$ cat config.mk
export PLATFORM = sky130hd
export DESIGN_NAME = bse_fifo
export DESIGN_NICKNAME = d
export VERILOG_FILES = /design/src/design/bitmap_sort_engine_top_defines.svh /design/src/design/bse_pkg.sv /design/src/design/bse_fifo.sv
export SDC_FILE = /design/constraint.sdc
export NUM_CORES = 1
export LEC_CHECK = 0
export BUFFER_PORTS_ARGS = -buffer_cell sky130_fd_sc_hd__buf_4
export CAP_MARGIN = 20
export CORE_UTILIZATION = 51
export CTS_CLUSTER_SIZE = 14
export DETAILED_ROUTE_END_ITERATION = 6
export GPL_TIMING_DRIVEN = 0
export HOLD_SLACK_MARGIN = 0.12
export PLACE_DENSITY = 0.84
export SYNTH_ARGS = -nofsm -noshare
export SYNTH_HDL_FRONTEND = slang
export SYNTH_SLANG_ARGS = --single-unit
$ cat constraint.sdc
create_clock -name clk -period 2.05 [get_ports clk]
set_input_delay 0.205 -clock clk [delete_from_list [all_inputs] [get_ports clk]]
set_output_delay 0.205 -clock clk [all_outputs]
set_load 0.05 [all_outputs]
$ cat src/design/bitmap_sort_engine_top_defines.svh
// assertion macros used by the bitmap sort engine back end
`ifndef BITMAP_SORT_ENGINE_TOP_DEFINES_SVH
`define BITMAP_SORT_ENGINE_TOP_DEFINES_SVH

// same-cycle implication, checked out of reset
`define BSE_ASSERT_NOW(lbl, ante, cons, msg) \
	lbl: assert property (@(posedge clk) disable iff (!arst_n) (ante) |-> (cons)) \
		else $error(msg);

// next-cycle implication, checked out of reset
`define BSE_ASSERT_NEXT(lbl, ante, cons, msg) \
	lbl: assert property (@(posedge clk) disable iff (!arst_n) (ante) |=> (cons)) \
		else $error(msg);

`endif

$ cat src/design/bse_pkg.sv
// shared constants for the bitmap sort engine
package bse_pkg;

	localparam int VALUE_W    = 20;
	localparam int LIMIT_W    = 21;
	localparam int APB_ADDR_W = 2;
	localparam int APB_DATA_W = 32;
	localparam int FIFO_DEPTH = 4;

	localparam logic [LIMIT_W-1:0] LIMIT_RESET = 21'h100000;

	localparam logic CMD_INSERT = 1'b0;
	localparam logic CMD_FETCH  = 1'b1;

	localparam logic [APB_ADDR_W-1:0] ADDR_VALUE_LIMIT = 2'd0;

endpackage

$ cat src/design/bse_fifo.sv
// small queue between front and back end
module bse_fifo #(
	parameter int DATA_W = 22
) (
	input  logic              clk,
	input  logic              arst_n,
	input  logic              push_valid,
	input  logic [DATA_W-1:0] push_data,
	output logic              push_ready,
	input  logic              pop,
	output logic              q_valid,
	output logic [DATA_W-1:0] q_data
);
	import bse_pkg::*;

	localparam int AW = $clog2(FIFO_DEPTH);

	logic [DATA_W-1:0] store_q [FIFO_DEPTH];
	logic [AW-1:0]     wr_ptr_q, rd_ptr_q;
	logic [AW:0]       count_q;
	logic              push;
	logic              pull;

	assign push_ready = (count_q != (AW+1)'(FIFO_DEPTH));
	assign q_valid    = (count_q != '0);
	assign q_data     = store_q[rd_ptr_q];
	assign push       = push_valid && push_ready;
	assign pull       = pop && q_valid;

	always_ff @(posedge clk or negedge arst_n) begin
		if (!arst_n) begin
			wr_ptr_q <= '0;
			rd_ptr_q <= '0;
			count_q  <= '0;
		end else begin
			if (push) begin
				wr_ptr_q <= AW'(wr_ptr_q + 1'b1);
			end
			if (pull) begin
				rd_ptr_q <= AW'(rd_ptr_q + 1'b1);
			end
			if (push && !pull) begin
				count_q <= (AW+1)'(count_q + 1'b1);
			end else if (pull && !push) begin
				count_q <= (AW+1)'(count_q - 1'b1);
			end
		end
	end

	always_ff @(posedge clk) begin
		if (push) begin
			store_q[wr_ptr_q] <= push_data;
		end
	end
endmodule

* Yosys cells after proc, flatten, opt, wreduce, memory -nomap -nowiden
Memories as Yosys holds them, arrays and structs flattened. Index checks and enable logic that the tools add are counted.
Storage, ports and cells: word-level logic and storage cells 21, RAM bits 88, memories 1, output and inout port bits 24, input bits 26, register bits after elaboration 7
Operators by class: eq/ne operators 1, mux-type cells 4, reduce and logical (&&, ||, !) cells 8, add/sub/neg operators 4
Memories:
- store_q | depth 4, width 22, rd ports 1, clocked after Yosys merged registers in 0, wr ports 1, RTL line bse_fifo.sv:18 | logic [DATA_W-1:0] store_q [FIFO_DEPTH];
Operator list (number):
- 3-bit two-way mux | 2
- 2-bit by 1-bit adder with 2-bit output, second input constant | 2
- 1-bit logical AND | 4
- 3-bit by 1-bit adder with 3-bit output, second input constant | 1
- 3-bit inequality test, second input constant | 1
- 3-bit nonzero test | 1
- 3-bit by 1-bit subtractor with 3-bit output, second input constant | 1
- 1-bit zero test | 2
- 1-bit two-way mux | 2
- 2-bit nonzero test | 1

* Depth between registers and ports, before layout
Gate-level depths: netlist of run 1.
depth after elaboration 6, gate-level depth with buffers 8, gate-level depth less buffers 8

* Worst setup path after synthesis of run 1
No wires, ideal clock.
path type register to register, start register count_q[1], end register count_q[2], path slack -212 ps, required time 1971 ps, setup time 79 ps, cell stages (with the launch flop) 9, buffers on the path 0, period minus slack after synthesis 2262 ps, arrival time 2183 ps, path through dfrtp_1 > or3_1 > nand2_1 > ha_1 > inv_1 > fa_1 > xor2_1 > nor2_1 > xor2_1
On the way: longest elaborated chain between the ends 5, elaborated cells on any way between the ends 13, those cells by class add/sub (2); eq/ne (1); mux (2); reduce/logical (8)
RTL lines:
- start: declaration | RTL line bse_fifo.sv:20 | logic [AW:0] count_q;
- start signal: assignment | RTL line bse_fifo.sv:43 | count_q <= (AW+1)'(count_q + 1'b1);
- start signal: assignment | RTL line bse_fifo.sv:45 | count_q <= (AW+1)'(count_q - 1'b1);
- 3-bit nonzero test * | RTL line bse_fifo.sv:25 | assign q_valid = (count_q != '0);
- net q_valid | RTL line bse_fifo.sv:11 | output logic q_valid,
- 1-bit logical AND * | RTL line bse_fifo.sv:28 | assign pull = pop && q_valid;
- 1-bit zero test | RTL line bse_fifo.sv:42 | if (push && !pull) begin
- 1-bit logical AND | RTL line bse_fifo.sv:42
- 3-bit two-way mux or 2-bit nonzero test (tied branches)
The timed path passes the listed nets; every way through them passes the cells marked *. The select of a mux whose other input is x is not followed. A chain may end at the register's enable or synchronous reset.

* Worst setup path in the final report of run 1
start register rd_ptr_q[0], end output port q_data[16]
On the way: longest elaborated chain between the ends 1
RTL lines:
- start: declaration | RTL line bse_fifo.sv:19 | logic [AW-1:0] wr_ptr_q, rd_ptr_q;
- start signal: assignment | RTL line bse_fifo.sv:40 | rd_ptr_q <= AW'(rd_ptr_q + 1'b1);
- memory read 4 x 22 bit
- end: declaration | RTL line bse_fifo.sv:12 | output logic [DATA_W-1:0] q_data
No other way between the ends.

==> impl_results.html, run 1 <==
<table>
<tr><th>Metric</th><th>Value</th></tr>
<tr><th colspan="2">Run status</th></tr>
<tr><td>Run status</td><td>complete, no violations</td></tr>
<tr><th colspan="2">Die</th></tr>
<tr><td>Core area</td><td>0.00683 mm²</td></tr>
<tr><td>I/O pins</td><td>50</td></tr>
<tr><td>Chip Height</td><td>86.3 µm</td></tr>
<tr><td>Die outline width</td><td>86.3 µm</td></tr>
<tr><td>Area of the die</td><td>0.00744 mm²</td></tr>
<tr><td>Cell row count</td><td>30</td></tr>
<tr><td>Starting Density</td><td>0.530</td></tr>
<tr><th colspan="2">CTS</th></tr>
<tr><td>TritonCTS clock tree</td><td>done</td></tr>
<tr><td>Sinks on the clock net</td><td>95</td></tr>
<tr><td>Total clock buffers created by CTS</td><td>9</td></tr>
<tr><td>Clock slew at reported path FFs</td><td>around 90 ps</td></tr>
<tr><td>Insertion delay to the later sink of the worst-skew pair</td><td>roughly 350 ps</td></tr>
<tr><td>Clk root buf</td><td>clkbuf_8</td></tr>
<tr><td>Maximum clock path buffer count</td><td>2</td></tr>
<tr><td>Maximum level of the CTS H-tree</td><td>3</td></tr>
<tr><th colspan="2">Pwr</th></tr>
<tr><td>Switching part of the total power</td><td>0.380</td></tr>
<tr><td>Worst-case vdd ir drop</td><td>between 900 and 1000 µV</td></tr>
<tr><td>Internal power</td><td>4.39 mW</td></tr>
<tr><td>P per Cell Area</td><td>1530 mW/mm²</td></tr>
<tr><td>Sequential share of power</td><td>0.382</td></tr>
<tr><td>Clock group share of total power</td><td>0.163</td></tr>
<tr><td>Switching power of the nets</td><td>approximately 2.7 mW</td></tr>
<tr><td>Combinational share of power</td><td>0.454</td></tr>
<tr><td>Pleak</td><td>about 1.6 nW</td></tr>
<tr><th colspan="2">Worst setup path</th></tr>
<tr><td>Maximum cell stage delay along the critical path</td><td>530 ps</td></tr>
<tr><td>Category of the worst setup path launch point</td><td>register</td></tr>
<tr><td>Register-to-Register Setup Slack</td><td>110 ps</td></tr>
<tr><td>Critical path arrival</td><td>about 1700 ps</td></tr>
<tr><td>Capturing point of the worst reg2reg path</td><td>count_q[2]$_DFFE_PN0P_</td></tr>
<tr><td>Capturing element type of the critical path</td><td>output port</td></tr>
<tr><td>Critical path class</td><td>reg2out</td></tr>
<tr><td>Path depth of the worst reg2reg path</td><td>8</td></tr>
<tr><td>Startpoint of the worst register-to-register path</td><td>count_q[0]$_DFFE_PN0P_</td></tr>
<tr><td>Library cell contributing the largest single delay on the critical path</td><td>mux4_2</td></tr>
<tr><td>Required time of the critical path</td><td>between 1500 and 2000 ps</td></tr>
<tr><td>Critical path fanouts, max</td><td>10</td></tr>
<tr><td>Worst-path cell chain</td><td>buf_6, buf_12, mux4_2, buf_4</td></tr>
<tr><th colspan="2">Yosys</th></tr>
<tr><td>Top post-synthesis cells by count</td><td>88 x edfxtp_1, 18 x mux4_2, 7 x dfrtp_1</td></tr>
<tr><td>EDFF count, synth</td><td>between 80 and 90</td></tr>
<tr><td>Yosys warning count</td><td>0</td></tr>
<tr><td>Number of storage elements in the synthesis netlist</td><td>95</td></tr>
<tr><td>Asr flop ratio synth</td><td>0.0737</td></tr>
<tr><td>Number of cells produced by synthesis</td><td>150</td></tr>
<tr><td>Unique masters post-synth</td><td>19</td></tr>
<tr><td>Most used flip-flop cell after synthesis</td><td>edfxtp_1</td></tr>
<tr><td>Syn Nets</td><td>182</td></tr>
<tr><td>Yosys top cell area share</td><td>0.730</td></tr>
<tr><td>Part of the Yosys area used for sequential elements</td><td>0.778</td></tr>
<tr><td>Post-synthesis average cell area</td><td>24.1 µm²</td></tr>
<tr><td>Biggest area contributors in the synthesized netlist</td><td>edfxtp_1 73%, mux4_2 11%, dfrtp_1 4.8%</td></tr>
<tr><td>Leading area contributor after synthesis</td><td>edfxtp_1</td></tr>
<tr><td>Top-count cell post-synth</td><td>edfxtp_1</td></tr>
<tr><td>Cell area after synthesis</td><td>0.00362 mm²</td></tr>
<tr><th colspan="2">Drt</th></tr>
<tr><td>Post-detailed-route wirelength per cell</td><td>17.4 µm</td></tr>
<tr><td>Number of vias in the routed layout</td><td>about 1800</td></tr>
<tr><td>Iteration-0 DRC Markers</td><td>72</td></tr>
<tr><td>DRC</td><td>0</td></tr>
<tr><td>First drt pass iteration count</td><td>4</td></tr>
<tr><td>Detailed-route vias per instance</td><td>5.14</td></tr>
<tr><td>Post-detailed-routing wire length</td><td>about 5.9 mm</td></tr>
<tr><td>Post-route ant nets</td><td>0</td></tr>
<tr><th colspan="2">Layout</th></tr>
<tr><td>Share of final-layout standard cells stronger than drive strength 1</td><td>0.420</td></tr>
<tr><td>Final instance area</td><td>around 0.0046 mm²</td></tr>
<tr><td>Number of filler cells placed in the layout</td><td>470</td></tr>
<tr><td>Number of nets in the finished design</td><td>272</td></tr>
<tr><td>Area overhead of the layout relative to synthesis</td><td>27.5%</td></tr>
<tr><td>Antenna diode count</td><td>0</td></tr>
<tr><th colspan="2">Job</th></tr>
<tr><td>Max capacitance violation total</td><td>0</td></tr>
<tr><th colspan="2">GRT</th></tr>
<tr><td>Pin count of the biggest net entering global routing</td><td>23</td></tr>
<tr><td>Remaining global-route overflow</td><td>0</td></tr>
<tr><td>Antenna violations before repair</td><td>0</td></tr>
<tr><td>Tot GR Track Use</td><td>0.171</td></tr>
<tr><td>Via count of the first global-routing pass</td><td>1827</td></tr>
<tr><td>Global-route wire length before repair</td><td>8.87 mm</td></tr>
<tr><th colspan="2">STA</th></tr>
<tr><td>Final period utilization</td><td>0.951</td></tr>
<tr><td>Achievable clock frequency</td><td>513 MHz</td></tr>
<tr><td>Final-layout worst hold slack</td><td>between 150 and 200 ps</td></tr>
<tr><td>Setup repair after global routing missed its margin</td><td>false</td></tr>
<tr><td>Worst slew pin tran</td><td>628 ps</td></tr>
<tr><td>Number of hold violations in the final report</td><td>0</td></tr>
<tr><td>Worst clock skew</td><td>9.87 ps</td></tr>
<tr><td>Setup violators final</td><td>0</td></tr>
<tr><td>Rel. slew slack</td><td>0.581</td></tr>
<tr><td>Max-slew violations</td><td>0</td></tr>
<tr><td>Shortest clock period the worst path allows after layout</td><td>1950 ps</td></tr>
<tr><th colspan="2">Place</th></tr>
<tr><td>Input/output buffers</td><td>49</td></tr>
<tr><td>Placement-stage cell area</td><td>0.00412 mm²</td></tr>
<tr><td>Placed wire-length estimate after detailed placement</td><td>about 3.6 mm</td></tr>
<tr><td>RePlAce Congestion</td><td>0.659</td></tr>
<tr><th colspan="2">Min path</th></tr>
<tr><td>Hold Path Class</td><td>in2async</td></tr>
</table>
## logic make-up after synthesis
logic type               synth area share
buffers and inverters              0.0200
multiplexers                        0.147
AND/OR/NAND/NOR                    0.0142
flip-flops                          0.778
XOR/XNOR                           0.0145
AO/OA/AOI/OAI                     0.00311
adder cells (fa/ha/maj)            0.0228
## flip-flops by register name, indices dropped and copies added, names as in the netlist
name and cells:
count_q 3, store_q 88, wr_ptr_q 2, rd_ptr_q 2
## power groups by stage
stage               Combinational [mW]  Clock [mW]  Sequential, mW
detailed placement                3.05           0            2.79
CTS                               3.16        1.18            2.72
floorplan                         2.30           0            2.73
global placement                  3.01           0            2.76
finish                            3.22        1.16            2.71
global route                      3.39        1.25            2.75
## what timing repair did
| item | in CTS | in global routing |
|---|---|---|
| endpoints found under the hold margin | 96 | 0 |
| pin swaps | 0 | 4 |
| gates resized for setup | 4 | 4 |
| setup endpoints to repair | 89 | 1 |
| hold buffers | 24 | 0 |
| setup buffers | 3 | 3 |
## stage by stage
stage	TNS (ps)	worst slack (ps)	util	instances	total power [mW]
floorplan	0	9.89	-	150	5.03
global placement	-6890	-87.3	0.603	295	5.77
detailed placement	-10890	-147	0.603	295	5.84
CTS	0	33.7	0.670	338	7.06
global route	0	2.05	0.676	341	7.38
finish	0	101	0.676	341	7.09
## per-layer routing
layer,track usage,routed length [µm],part of all wire
met1,0.201,2440,0.41
met2,0.293,3160,0.53
met4,0.0545,60,0.010
met3,0.0648,272,0.046
met5,0,0,0
## worst max path at each step
| stage | slack (ps) | from | cells past startpoint | endpoint |
|---|---|---|---|---|
| floorplan | 10 | count_q[2]$_DFFE_PN0P_ | 8 | count_q[2]$_DFFE_PN0P_ |
| global placement | -90 | count_q[0]$_DFFE_PN0P_ | 3 | store_q[0][11]$_DFFE_PP_ |
| detailed placement | -150 | count_q[0]$_DFFE_PN0P_ | 3 | store_q[1][12]$_DFFE_PP_ |
| CTS | 30 | count_q[2]$_DFFE_PN0P_ | 8 | count_q[2]$_DFFE_PN0P_ |
| global route | 2 | count_q[0]$_DFFE_PN0P_ | 8 | count_q[2]$_DFFE_PN0P_ |
| finish | 100 | rd_ptr_q[0]$_DFFE_PN0P_ | 4 | q_data[16] |
## placed cells by master (no fill, tap or decap), drive strengths merged
cell,instances
bufinv,1
dfrtp,7
mux2,2
nand3,1
clkinvlp,2
edfxtp,88
mux4,22
buf,60
clkbuf,11
or3,1
xor2,2
ha,5
inv,3
dlygate4sd3,24
and2,4
clkinv,2
a21boi,1
nand2,2
fa,1
xnor2,4
nor2,2
## cell type report
type	count	area (µm²)	share of cell area
plain buffers	5	61.3	0.0133
multi-input cells	47	763	0.165
clock buffers	11	131	0.0285
clock inverters	5	58.8	0.0127
flip-flops and latches	95	2820	0.610
inverters	3	11.3	0.00244
well taps	96	120	0.0260
repair buffers	79	653	0.141
## worst max-delay path, delay by kind of cell, from the launching register on
kind	cells	cell delay, ps
buffers and inverters	3	520
DFF	1	350
muxes	1	530
(Power assumes the default switching activity.)
==> inputs of run 2 (changes only) <==
Settings changed: PLACE_DENSITY 0.84 to 0.86.
==> run 2 against run 1 <==
Effect of this change: clock skew is 7.4 ps higher; largest power group unchanged; register-to-register slack better by 20 ps; non-clock buffer count is 3 lower; first-iteration DRC count is 22% higher; largest cell class unchanged.
==> impl_results.html, run 2 (synthesized netlist as in run 1, its figures left out) <==
<table>
<tr><th>Metric</th><th>Value</th></tr>
<tr><th colspan="2">Pwr</th></tr>
<tr><td>P per Cell Area</td><td>1520 mW/mm² (-1.0%)</td></tr>
<tr><td>Worst-case vdd ir drop</td><td>881 µV (-9.1%)</td></tr>
<tr><td>Pleak</td><td>1.63 nW (-1.3%)</td></tr>
<tr><th colspan="2">Die</th></tr>
<tr><td>Cell row count</td><td>30 (unchanged)</td></tr>
<tr><td>Chip Height</td><td>86.3 µm (unchanged)</td></tr>
<tr><td>Core area</td><td>0.00683 mm² (unchanged)</td></tr>
<tr><td>Starting Density</td><td>0.530 (unchanged)</td></tr>
<tr><td>I/O pins</td><td>50 (unchanged)</td></tr>
<tr><td>Die outline width</td><td>86.3 µm (unchanged)</td></tr>
<tr><td>Area of the die</td><td>0.00744 mm² (unchanged)</td></tr>
<tr><th colspan="2">Min path</th></tr>
<tr><td>Cell depth of the worst hold path</td><td>3</td></tr>
<tr><td>Hold Path Class</td><td>in2reg</td></tr>
<tr><th colspan="2">Drt</th></tr>
<tr><td>Post-detailed-routing wire length</td><td>6.09 mm (+2.6%)</td></tr>
<tr><td>Post-route ant nets</td><td>0 (unchanged)</td></tr>
<tr><td>Number of vias in the routed layout</td><td>1745 (-0.51%)</td></tr>
<tr><td>Post-detailed-route wirelength per cell</td><td>18.0 µm (+3.5%)</td></tr>
<tr><td>Detailed-route vias per instance</td><td>5.16 (+0.37%)</td></tr>
<tr><td>First drt pass iteration count</td><td>4 (unchanged)</td></tr>
<tr><td>DRC</td><td>0 (unchanged)</td></tr>
<tr><td>Iteration-0 DRC Markers</td><td>88 (+22%)</td></tr>
<tr><th colspan="2">GRT</th></tr>
<tr><td>Remaining global-route overflow</td><td>0 (unchanged)</td></tr>
<tr><td>Antenna violations before repair</td><td>0 (unchanged)</td></tr>
<tr><td>Via count of the first global-routing pass</td><td>1908 (+4.4%)</td></tr>
<tr><td>Pin count of the biggest net entering global routing</td><td>23 (unchanged)</td></tr>
<tr><td>Tot GR Track Use</td><td>0.179 (+0.00820)</td></tr>
<tr><td>Global-route wire length before repair</td><td>9.43 mm (+6.3%)</td></tr>
<tr><th colspan="2">Layout</th></tr>
<tr><td>Number of filler cells placed in the layout</td><td>472 (+0.43%)</td></tr>
<tr><td>Registers with the most flip-flops</td><td>store_q x88, count_q x3</td></tr>
<tr><td>Antenna diode count</td><td>0 (unchanged)</td></tr>
<tr><td>Storage cell area</td><td>0.00282 mm² (unchanged)</td></tr>
<tr><td>Commonest non-fill, non-tap cells in the layout</td><td>88 x edfxtp_1, 53 x buf_4, 23 x dlygate4sd3_1, 18 x mux4_2, 9 x clkbuf_8</td></tr>
<tr><td>Largest register FFs</td><td>88 (unchanged)</td></tr>
<tr><td>Commonest non-fill, non-tap cell in the layout</td><td>edfxtp_1</td></tr>
<tr><td>Register with the highest flop count</td><td>store_q</td></tr>
<tr><td>Share of final-layout standard cells stronger than drive strength 1</td><td>0.413 (-0.00719)</td></tr>
<tr><td>Area overhead of the layout relative to synthesis</td><td>26.0%</td></tr>
<tr><td>Final instance area</td><td>0.00456 mm² (-1.2%)</td></tr>
<tr><td>Number of nets in the finished design</td><td>269 (-1.1%)</td></tr>
<tr><td>Multi-input logic area</td><td>763 µm² (unchanged)</td></tr>
<tr><th colspan="2">CTS</th></tr>
<tr><td>TritonCTS clock tree</td><td>done</td></tr>
<tr><td>Maximum clock path buffer count</td><td>2 (unchanged)</td></tr>
<tr><td>Total clock buffers created by CTS</td><td>9 (unchanged)</td></tr>
<tr><td>Clock slew at reported path FFs</td><td>70 ps (-20 ps)</td></tr>
<tr><td>Insertion delay to the later sink of the worst-skew pair</td><td>350 ps (about the same)</td></tr>
<tr><td>Clk root buf</td><td>clkbuf_8</td></tr>
<tr><td>Maximum level of the CTS H-tree</td><td>3 (unchanged)</td></tr>
<tr><td>Sinks on the clock net</td><td>95 (unchanged)</td></tr>
<tr><th colspan="2">Worst setup path</th></tr>
<tr><td>Library cell contributing the largest single delay on the critical path</td><td>mux4_2</td></tr>
<tr><td>Critical path arrival</td><td>1730 ps (about the same)</td></tr>
<tr><td>Capturing point of the worst reg2reg path</td><td>count_q[2]$_DFFE_PN0P_</td></tr>
<tr><td>Critical path class</td><td>reg2out</td></tr>
<tr><td>Beginning of the critical path</td><td>rd_ptr_q[0]$_DFFE_PN0P_</td></tr>
<tr><td>Startpoint of the worst register-to-register path</td><td>count_q[0]$_DFFE_PN0P_</td></tr>
<tr><td>Register-to-Register Setup Slack</td><td>130 ps (+20 ps)</td></tr>
<tr><td>Required time of the critical path</td><td>1850 ps (about the same)</td></tr>
<tr><td>Path depth of the worst reg2reg path</td><td>8 (unchanged)</td></tr>
<tr><td>Maximum cell stage delay along the critical path</td><td>520 ps (about the same)</td></tr>
<tr><td>Category of the worst setup path launch point</td><td>register</td></tr>
<tr><td>Worst-path cell chain</td><td>buf_6, buf_12, mux4_2, buf_4</td></tr>
<tr><td>Capturing element type of the critical path</td><td>output port</td></tr>
<tr><td>Critical path fanouts, max</td><td>10 (unchanged)</td></tr>
<tr><td>Worst setup path endpoint</td><td>q_data[7]</td></tr>
<tr><th colspan="2">Run status</th></tr>
<tr><td>Run status</td><td>complete, no violations</td></tr>
<tr><th colspan="2">STA</th></tr>
<tr><td>Max-slew violations</td><td>0 (unchanged)</td></tr>
<tr><td>Number of hold violations in the final report</td><td>0 (unchanged)</td></tr>
<tr><td>Setup violators final</td><td>0 (unchanged)</td></tr>
<tr><td>Achievable clock frequency</td><td>518 MHz (+0.87%)</td></tr>
<tr><td>Final-layout worst hold slack</td><td>167 ps (-22.5 ps)</td></tr>
<tr><td>Rel. slew slack</td><td>0.584 (+0.00280)</td></tr>
<tr><td>Final period utilization</td><td>0.942 (-0.00817)</td></tr>
<tr><td>Total Neg Setup Slack</td><td>0 ps (unchanged)</td></tr>
<tr><td>Setup repair after global routing missed its margin</td><td>false</td></tr>
<tr><td>Shortest clock period the worst path allows after layout</td><td>1930 ps (-16.7 ps)</td></tr>
<tr><td>Worst clock skew</td><td>17.2 ps (+7.37 ps)</td></tr>
<tr><td>Worst slew pin tran</td><td>624 ps (-4.20 ps)</td></tr>
<tr><th colspan="2">Place</th></tr>
<tr><td>Placement-stage cell area</td><td>0.00412 mm² (unchanged)</td></tr>
<tr><td>RePlAce Congestion</td><td>0.675 (+2.4%)</td></tr>
<tr><td>Placed wire-length estimate after detailed placement</td><td>3.69 mm (+3.3%)</td></tr>
<tr><td>Input/output buffers</td><td>49 (unchanged)</td></tr>
<tr><th colspan="2">Job</th></tr>
<tr><td>Max capacitance violation total</td><td>0 (unchanged)</td></tr>
</table>
run 2: cell types whose count changed in the layout (fill, tap and decap cells not counted):
cell,before,now
buf_4,55,53
bufinv_16,1,0
clkbuf_1,2,0
clkinv_1,0,3
clkinv_2,1,2
clkinv_4,1,0
clkinvlp_4,2,1
dlygate4sd3_1,24,23
inv_6,0,1
run 2: cell type report:
class	count	share of cell area
tap	96	0.0263
multi-input combinational	47	0.167
clock inverter	7	0.00823
buffer	5	0.0134
sequential	95	0.617
clock buffer	9	0.0271
timing repair buffer	76	0.138
inverter	3	0.00247
run 2: power breakdown:
group | internal [mW] | switching (mW)
combinational | 1.22 | 1.97
sequential | 2.58 | 0.122
clock | 0.429 | 0.608
run 2: per-layer routing:
metal	vias up	GRT usage	share of wire
li1	789	-	-
met2	60	0.310	0.51
met3	12	0.0362	0.047
met1	884	0.224	0.42
met5	-	0	0
met4	0	0.0727	0.019
run 2: timing repair:
item / 4_1_cts / 5_1_grt
resized for setup: 4 / 4
pin swaps: 1 / 3
setup endpoints to repair: 89 / 1
buffers inserted: 3 / 1
hold endpoints to repair: 95 / 0
hold buffers: 23 / 0
run 2: critical path, delay by kind of cell (launching register included):
kind	cells	cell delay, ps
multiplexers	1	520
flip-flops	1	350
buffers and inverters	3	520
run 2: how the worst min path moves through the flow:
| stage | startpoint | to |
|---|---|---|
| global placement | arst_n | count_q[2]$_DFFE_PN0P_ |
| floorplan | arst_n | count_q[0]$_DFFE_PN0P_ |
| CTS | pop | rd_ptr_q[0]$_DFFE_PN0P_ |
| detailed placement | arst_n | count_q[1]$_DFFE_PN0P_ |
| finish | pop | rd_ptr_q[0]$_DFFE_PN0P_ |
| global route | pop | rd_ptr_q[0]$_DFFE_PN0P_ |
run 2: through the flow:
stage	power, mW	cells	setup WS (ps)	util
after floorplan	5.03	150	9.89	-
final	6.93	338	118	0.668
after global routing	7.23	338	41.3	0.668
after global placement	5.78	295	-138	0.603
after detailed placement	5.86	295	-206	0.603
after CTS	6.95	337	10.1	0.664
==> inputs of run 3 (changes only) <==
Settings changed: CORE_UTILIZATION 51 to 30, PLACE_DENSITY 0.86 to 0.6.
==> run 3 against run 2 <==
Effect of this change: the flow now finishes with violations (design-rule violations); global-route usage down 7.0 points; die area rose by 68%; critical path depth up 4; sequential share of layout area is 3.3 points lower; maximum frequency decreased by 3.2%; worst setup slack got worse by 64 ps; cell count is 15% higher; clock skew fell by 14 ps; count of clock-buffer cells in the layout is 1 higher; highest routed layer unchanged.
==> impl_results.html, run 3 (synthesized netlist as in run 1, its figures left out) <==
<table>
<tr><th>Metric</th><th>Value</th></tr>
<tr><th colspan="2">Run status</th></tr>
<tr><td>Failing checks</td><td>design-rule violations</td></tr>
<tr><td>Run status</td><td>finished with violations</td></tr>
<tr><th colspan="2">STA</th></tr>
<tr><td>Final period utilization</td><td>0.974 (+0.0311)</td></tr>
<tr><td>Total Neg Setup Slack</td><td>0 ps (unchanged)</td></tr>
<tr><td>Achievable clock frequency</td><td>501 MHz (-3.2%)</td></tr>
<tr><td>Shortest clock period the worst path allows after layout</td><td>2000 ps (+63.7 ps)</td></tr>
<tr><td>Worst clock skew</td><td>3.71 ps (-13.5 ps)</td></tr>
<tr><td>Setup repair after global routing missed its margin</td><td>true</td></tr>
<tr><td>Rel. slew slack</td><td>0.612 (+0.0280)</td></tr>
<tr><td>Number of hold violations in the final report</td><td>0 (unchanged)</td></tr>
<tr><td>Worst slew pin tran</td><td>582 ps (-42.0 ps)</td></tr>
<tr><td>Max-slew violations</td><td>0 (unchanged)</td></tr>
<tr><td>Setup violators final</td><td>0 (unchanged)</td></tr>
<tr><th colspan="2">Worst setup path</th></tr>
<tr><td>Category of the worst setup path launch point</td><td>register</td></tr>
<tr><td>Worst-path cell chain</td><td>or3_4, nand2_4, ha_4, inv_1, fa_1, xor2_1, nor2_1, xor2_1</td></tr>
<tr><td>Library cell contributing the largest single delay on the critical path</td><td>or3_4</td></tr>
<tr><td>Required time of the critical path</td><td>2300 ps (+450 ps)</td></tr>
<tr><td>Register-to-Register Setup Slack</td><td>50 ps (-80 ps)</td></tr>
<tr><td>Capturing point of the worst reg2reg path</td><td>count_q[2]$_DFFE_PN0P_</td></tr>
<tr><td>Startpoint of the worst register-to-register path</td><td>count_q[0]$_DFFE_PN0P_</td></tr>
<tr><td>Path depth of the worst reg2reg path</td><td>8 (unchanged)</td></tr>
<tr><td>Capturing element type of the critical path</td><td>register</td></tr>
<tr><td>Top cell by count, worst path</td><td>xor2_1</td></tr>
<tr><td>Maximum cell stage delay along the critical path</td><td>430 ps (-90 ps)</td></tr>
<tr><td>Critical path fanouts, max</td><td>4 (-6)</td></tr>
<tr><td>Critical path arrival</td><td>2250 ps (+520 ps)</td></tr>
<tr><td>Critical path class</td><td>reg2reg</td></tr>
<tr><th colspan="2">CTS</th></tr>
<tr><td>Maximum clock path buffer count</td><td>2 (unchanged)</td></tr>
<tr><td>Maximum level of the CTS H-tree</td><td>3 (unchanged)</td></tr>
<tr><td>Total clock buffers created by CTS</td><td>9 (unchanged)</td></tr>
<tr><td>Clk root buf</td><td>clkbuf_16</td></tr>
<tr><td>TritonCTS clock tree</td><td>done</td></tr>
<tr><td>Clock slew at reported path FFs</td><td>60 ps (about the same)</td></tr>
<tr><td>Sinks on the clock net</td><td>95 (unchanged)</td></tr>
<tr><td>Insertion delay to the later sink of the worst-skew pair</td><td>330 ps (-20 ps)</td></tr>
<tr><th colspan="2">Layout</th></tr>
<tr><td>Number of nets in the finished design</td><td>273 (+1.5%)</td></tr>
<tr><td>Final instance area</td><td>0.00482 mm² (+5.6%)</td></tr>
<tr><td>Storage cell area</td><td>0.00282 mm² (unchanged)</td></tr>
<tr><td>Share of final-layout standard cells stronger than drive strength 1</td><td>0.419 (+0.00548)</td></tr>
<tr><td>Registers with the most flip-flops</td><td>store_q x88, count_q x3</td></tr>
<tr><td>Register with the highest flop count</td><td>store_q</td></tr>
<tr><td>Area overhead of the layout relative to synthesis</td><td>33.1%</td></tr>
<tr><td>Number of filler cells placed in the layout</td><td>1053 (+120%)</td></tr>
<tr><td>Commonest non-fill, non-tap cells in the layout</td><td>88 x edfxtp_1, 53 x buf_4, 23 x dlygate4sd3_1, 18 x mux4_2, 9 x clkbuf_16</td></tr>
<tr><td>Antenna diode count</td><td>0 (unchanged)</td></tr>
<tr><td>Commonest non-fill, non-tap cell in the layout</td><td>edfxtp_1</td></tr>
<tr><td>Final std cells w/o fill</td><td>389 (+15%)</td></tr>
<tr><td>Largest register FFs</td><td>88 (unchanged)</td></tr>
<tr><td>Multi-input logic area</td><td>759 µm² (-0.49%)</td></tr>
<tr><th colspan="2">GRT</th></tr>
<tr><td>Pin count of the biggest net entering global routing</td><td>16 (-30%)</td></tr>
<tr><td>Remaining global-route overflow</td><td>0 (unchanged)</td></tr>
<tr><td>Tot GR Track Use</td><td>0.109 (-0.0699)</td></tr>
<tr><td>Antenna violations before repair</td><td>0 (unchanged)</td></tr>
<tr><td>Via count of the first global-routing pass</td><td>1884 (-1.3%)</td></tr>
<tr><td>Global-route wire length before repair</td><td>9.86 mm (+4.6%)</td></tr>
<tr><th colspan="2">Place</th></tr>
<tr><td>Cell count after placement</td><td>346 (+17%)</td></tr>
<tr><td>Input/output buffers</td><td>49 (unchanged)</td></tr>
<tr><td>RePlAce Congestion</td><td>0.651 (-3.6%)</td></tr>
<tr><td>Placement-stage cell area</td><td>0.00427 mm² (+3.8%)</td></tr>
<tr><td>Placed wire-length estimate after detailed placement</td><td>4.12 mm (+12%)</td></tr>
<tr><th colspan="2">Drt</th></tr>
<tr><td>Number of vias in the routed layout</td><td>1700 (-2.6%)</td></tr>
<tr><td>DRC</td><td>6 (+6)</td></tr>
<tr><td>Iteration-0 DRC Markers</td><td>66 (-25%)</td></tr>
<tr><td>First drt pass iteration count</td><td>6 (+2)</td></tr>
<tr><td>Detailed-route vias per instance</td><td>4.37 (-15%)</td></tr>
<tr><td>Post-detailed-route wirelength per cell</td><td>15.9 µm (-12%)</td></tr>
<tr><td>Post-route ant nets</td><td>0 (unchanged)</td></tr>
<tr><td>Post-detailed-routing wire length</td><td>6.20 mm (+1.8%)</td></tr>
<tr><th colspan="2">Min path</th></tr>
<tr><td>Hold Path Class</td><td>in2reg</td></tr>
<tr><td>Cell depth of the worst hold path</td><td>3 (unchanged)</td></tr>
<tr><td>Launch instance of the worst min-delay path</td><td>pop</td></tr>
<tr><td>Worst Hold Endpoint</td><td>rd_ptr_q[0]$_DFFE_PN0P_</td></tr>
<tr><th colspan="2">Job</th></tr>
<tr><td>Max capacitance violation total</td><td>0 (unchanged)</td></tr>
<tr><th colspan="2">Die</th></tr>
<tr><td>Chip Height</td><td>112 µm (+30%)</td></tr>
<tr><td>I/O pins</td><td>50 (unchanged)</td></tr>
<tr><td>Core area</td><td>0.0116 mm² (+70%)</td></tr>
<tr><td>Cell row count</td><td>39 (+30%)</td></tr>
<tr><td>Die outline width</td><td>112 µm (+30%)</td></tr>
<tr><td>Area of the die</td><td>0.0125 mm² (+68%)</td></tr>
<tr><td>Starting Density</td><td>0.312 (-0.218)</td></tr>
<tr><th colspan="2">Pwr</th></tr>
<tr><td>Worst-case vdd ir drop</td><td>798 µV (-9.4%)</td></tr>
<tr><td>Pleak</td><td>1.71 nW (+5.3%)</td></tr>
<tr><td>P per Cell Area</td><td>1550 mW/mm² (+2.0%)</td></tr>
</table>
-- run 3: metal layers --
layer,up-vias,global-route usage,share of wire
met5,-,0,0
met4,0,0.0324,0.012
met3,6,0.0474,0.057
met2,45,0.180,0.50
met1,849,0.129,0.43
li1,800,-,-
-- run 3: layout make-up --
class	instances	share of cell area
flip-flops and latches	95	0.584
multi-input cells	47	0.158
repair buffers	80	0.151
clock buffers	10	0.0475
well taps	143	0.0371
plain buffers	5	0.0127
clock inverters	6	0.00779
inverters	3	0.00234
-- run 3: worst max-delay path by stage --
stage / from / to / slack (ps) / depth (start not counted)
after floorplan: count_q[2]$_DFFE_PN0P_ / count_q[2]$_DFFE_PN0P_ / 10 / 8
after global placement: count_q[0]$_DFFE_PN0P_ / store_q[0][10]$_DFFE_PP_ / -220 / 3
after detailed placement: count_q[2]$_DFFE_PN0P_ / count_q[2]$_DFFE_PN0P_ / 30 / 8
after CTS: count_q[0]$_DFFE_PN0P_ / count_q[2]$_DFFE_PN0P_ / 0.6 / 8
after global routing: count_q[0]$_DFFE_PN0P_ / count_q[2]$_DFFE_PN0P_ / -70 / 8
final: count_q[0]$_DFFE_PN0P_ / count_q[2]$_DFFE_PN0P_ / 50 / 8
-- run 3: per-stage QoR --
| stage | hold WS (ps) | utilization | worst slack (ps) | power [mW] |
|---|---|---|---|---|
| 2_1_floorplan | -90.6 | - | 9.89 | 5.03 |
| 3_3_place_gp | 23.1 | 0.360 | -217 | 5.85 |
| 3_5_place_dp | 24.8 | 0.368 | 31.9 | 6.02 |
| 4_1_cts | 146 | 0.411 | 0.572 | 7.55 |
| 5_1_grt | 188 | 0.415 | -70.7 | 7.84 |
| 6_report | 189 | 0.415 | 54.3 | 7.47 |
-- run 3: power by group --
| part | internal (mW) | leakage, nW | switching [mW] |
|---|---|---|---|
| clock network | 0.814 | 0.126 | 0.654 |
| logic | 1.30 | 0.699 | 1.98 |
| registers | 2.58 | 0.888 | 0.138 |
-- run 3: worst max-delay path: cells and delay by family, from the launching register on --
family / cells / cell delay (ps)
flip-flops: 1 / 420
buffers and inverters: 1 / 40
adder cells (fa/ha/maj): 2 / 500
AND/OR/NAND/NOR: 3 / 640
XOR/XNOR: 2 / 310
-- run 3: what timing repair did --
| action | 4_1_cts | 5_1_grt |
|---|---|---|
| cloned | 0 | 0 |
| setup buffers | 1 | 3 |
| pin swaps | 0 | 4 |
| hold endpoints to repair | 95 | 0 |
| hold buffers | 23 | 0 |
| resized for setup | 0 | 6 |
| endpoints found under the setup margin | 1 | 40 |
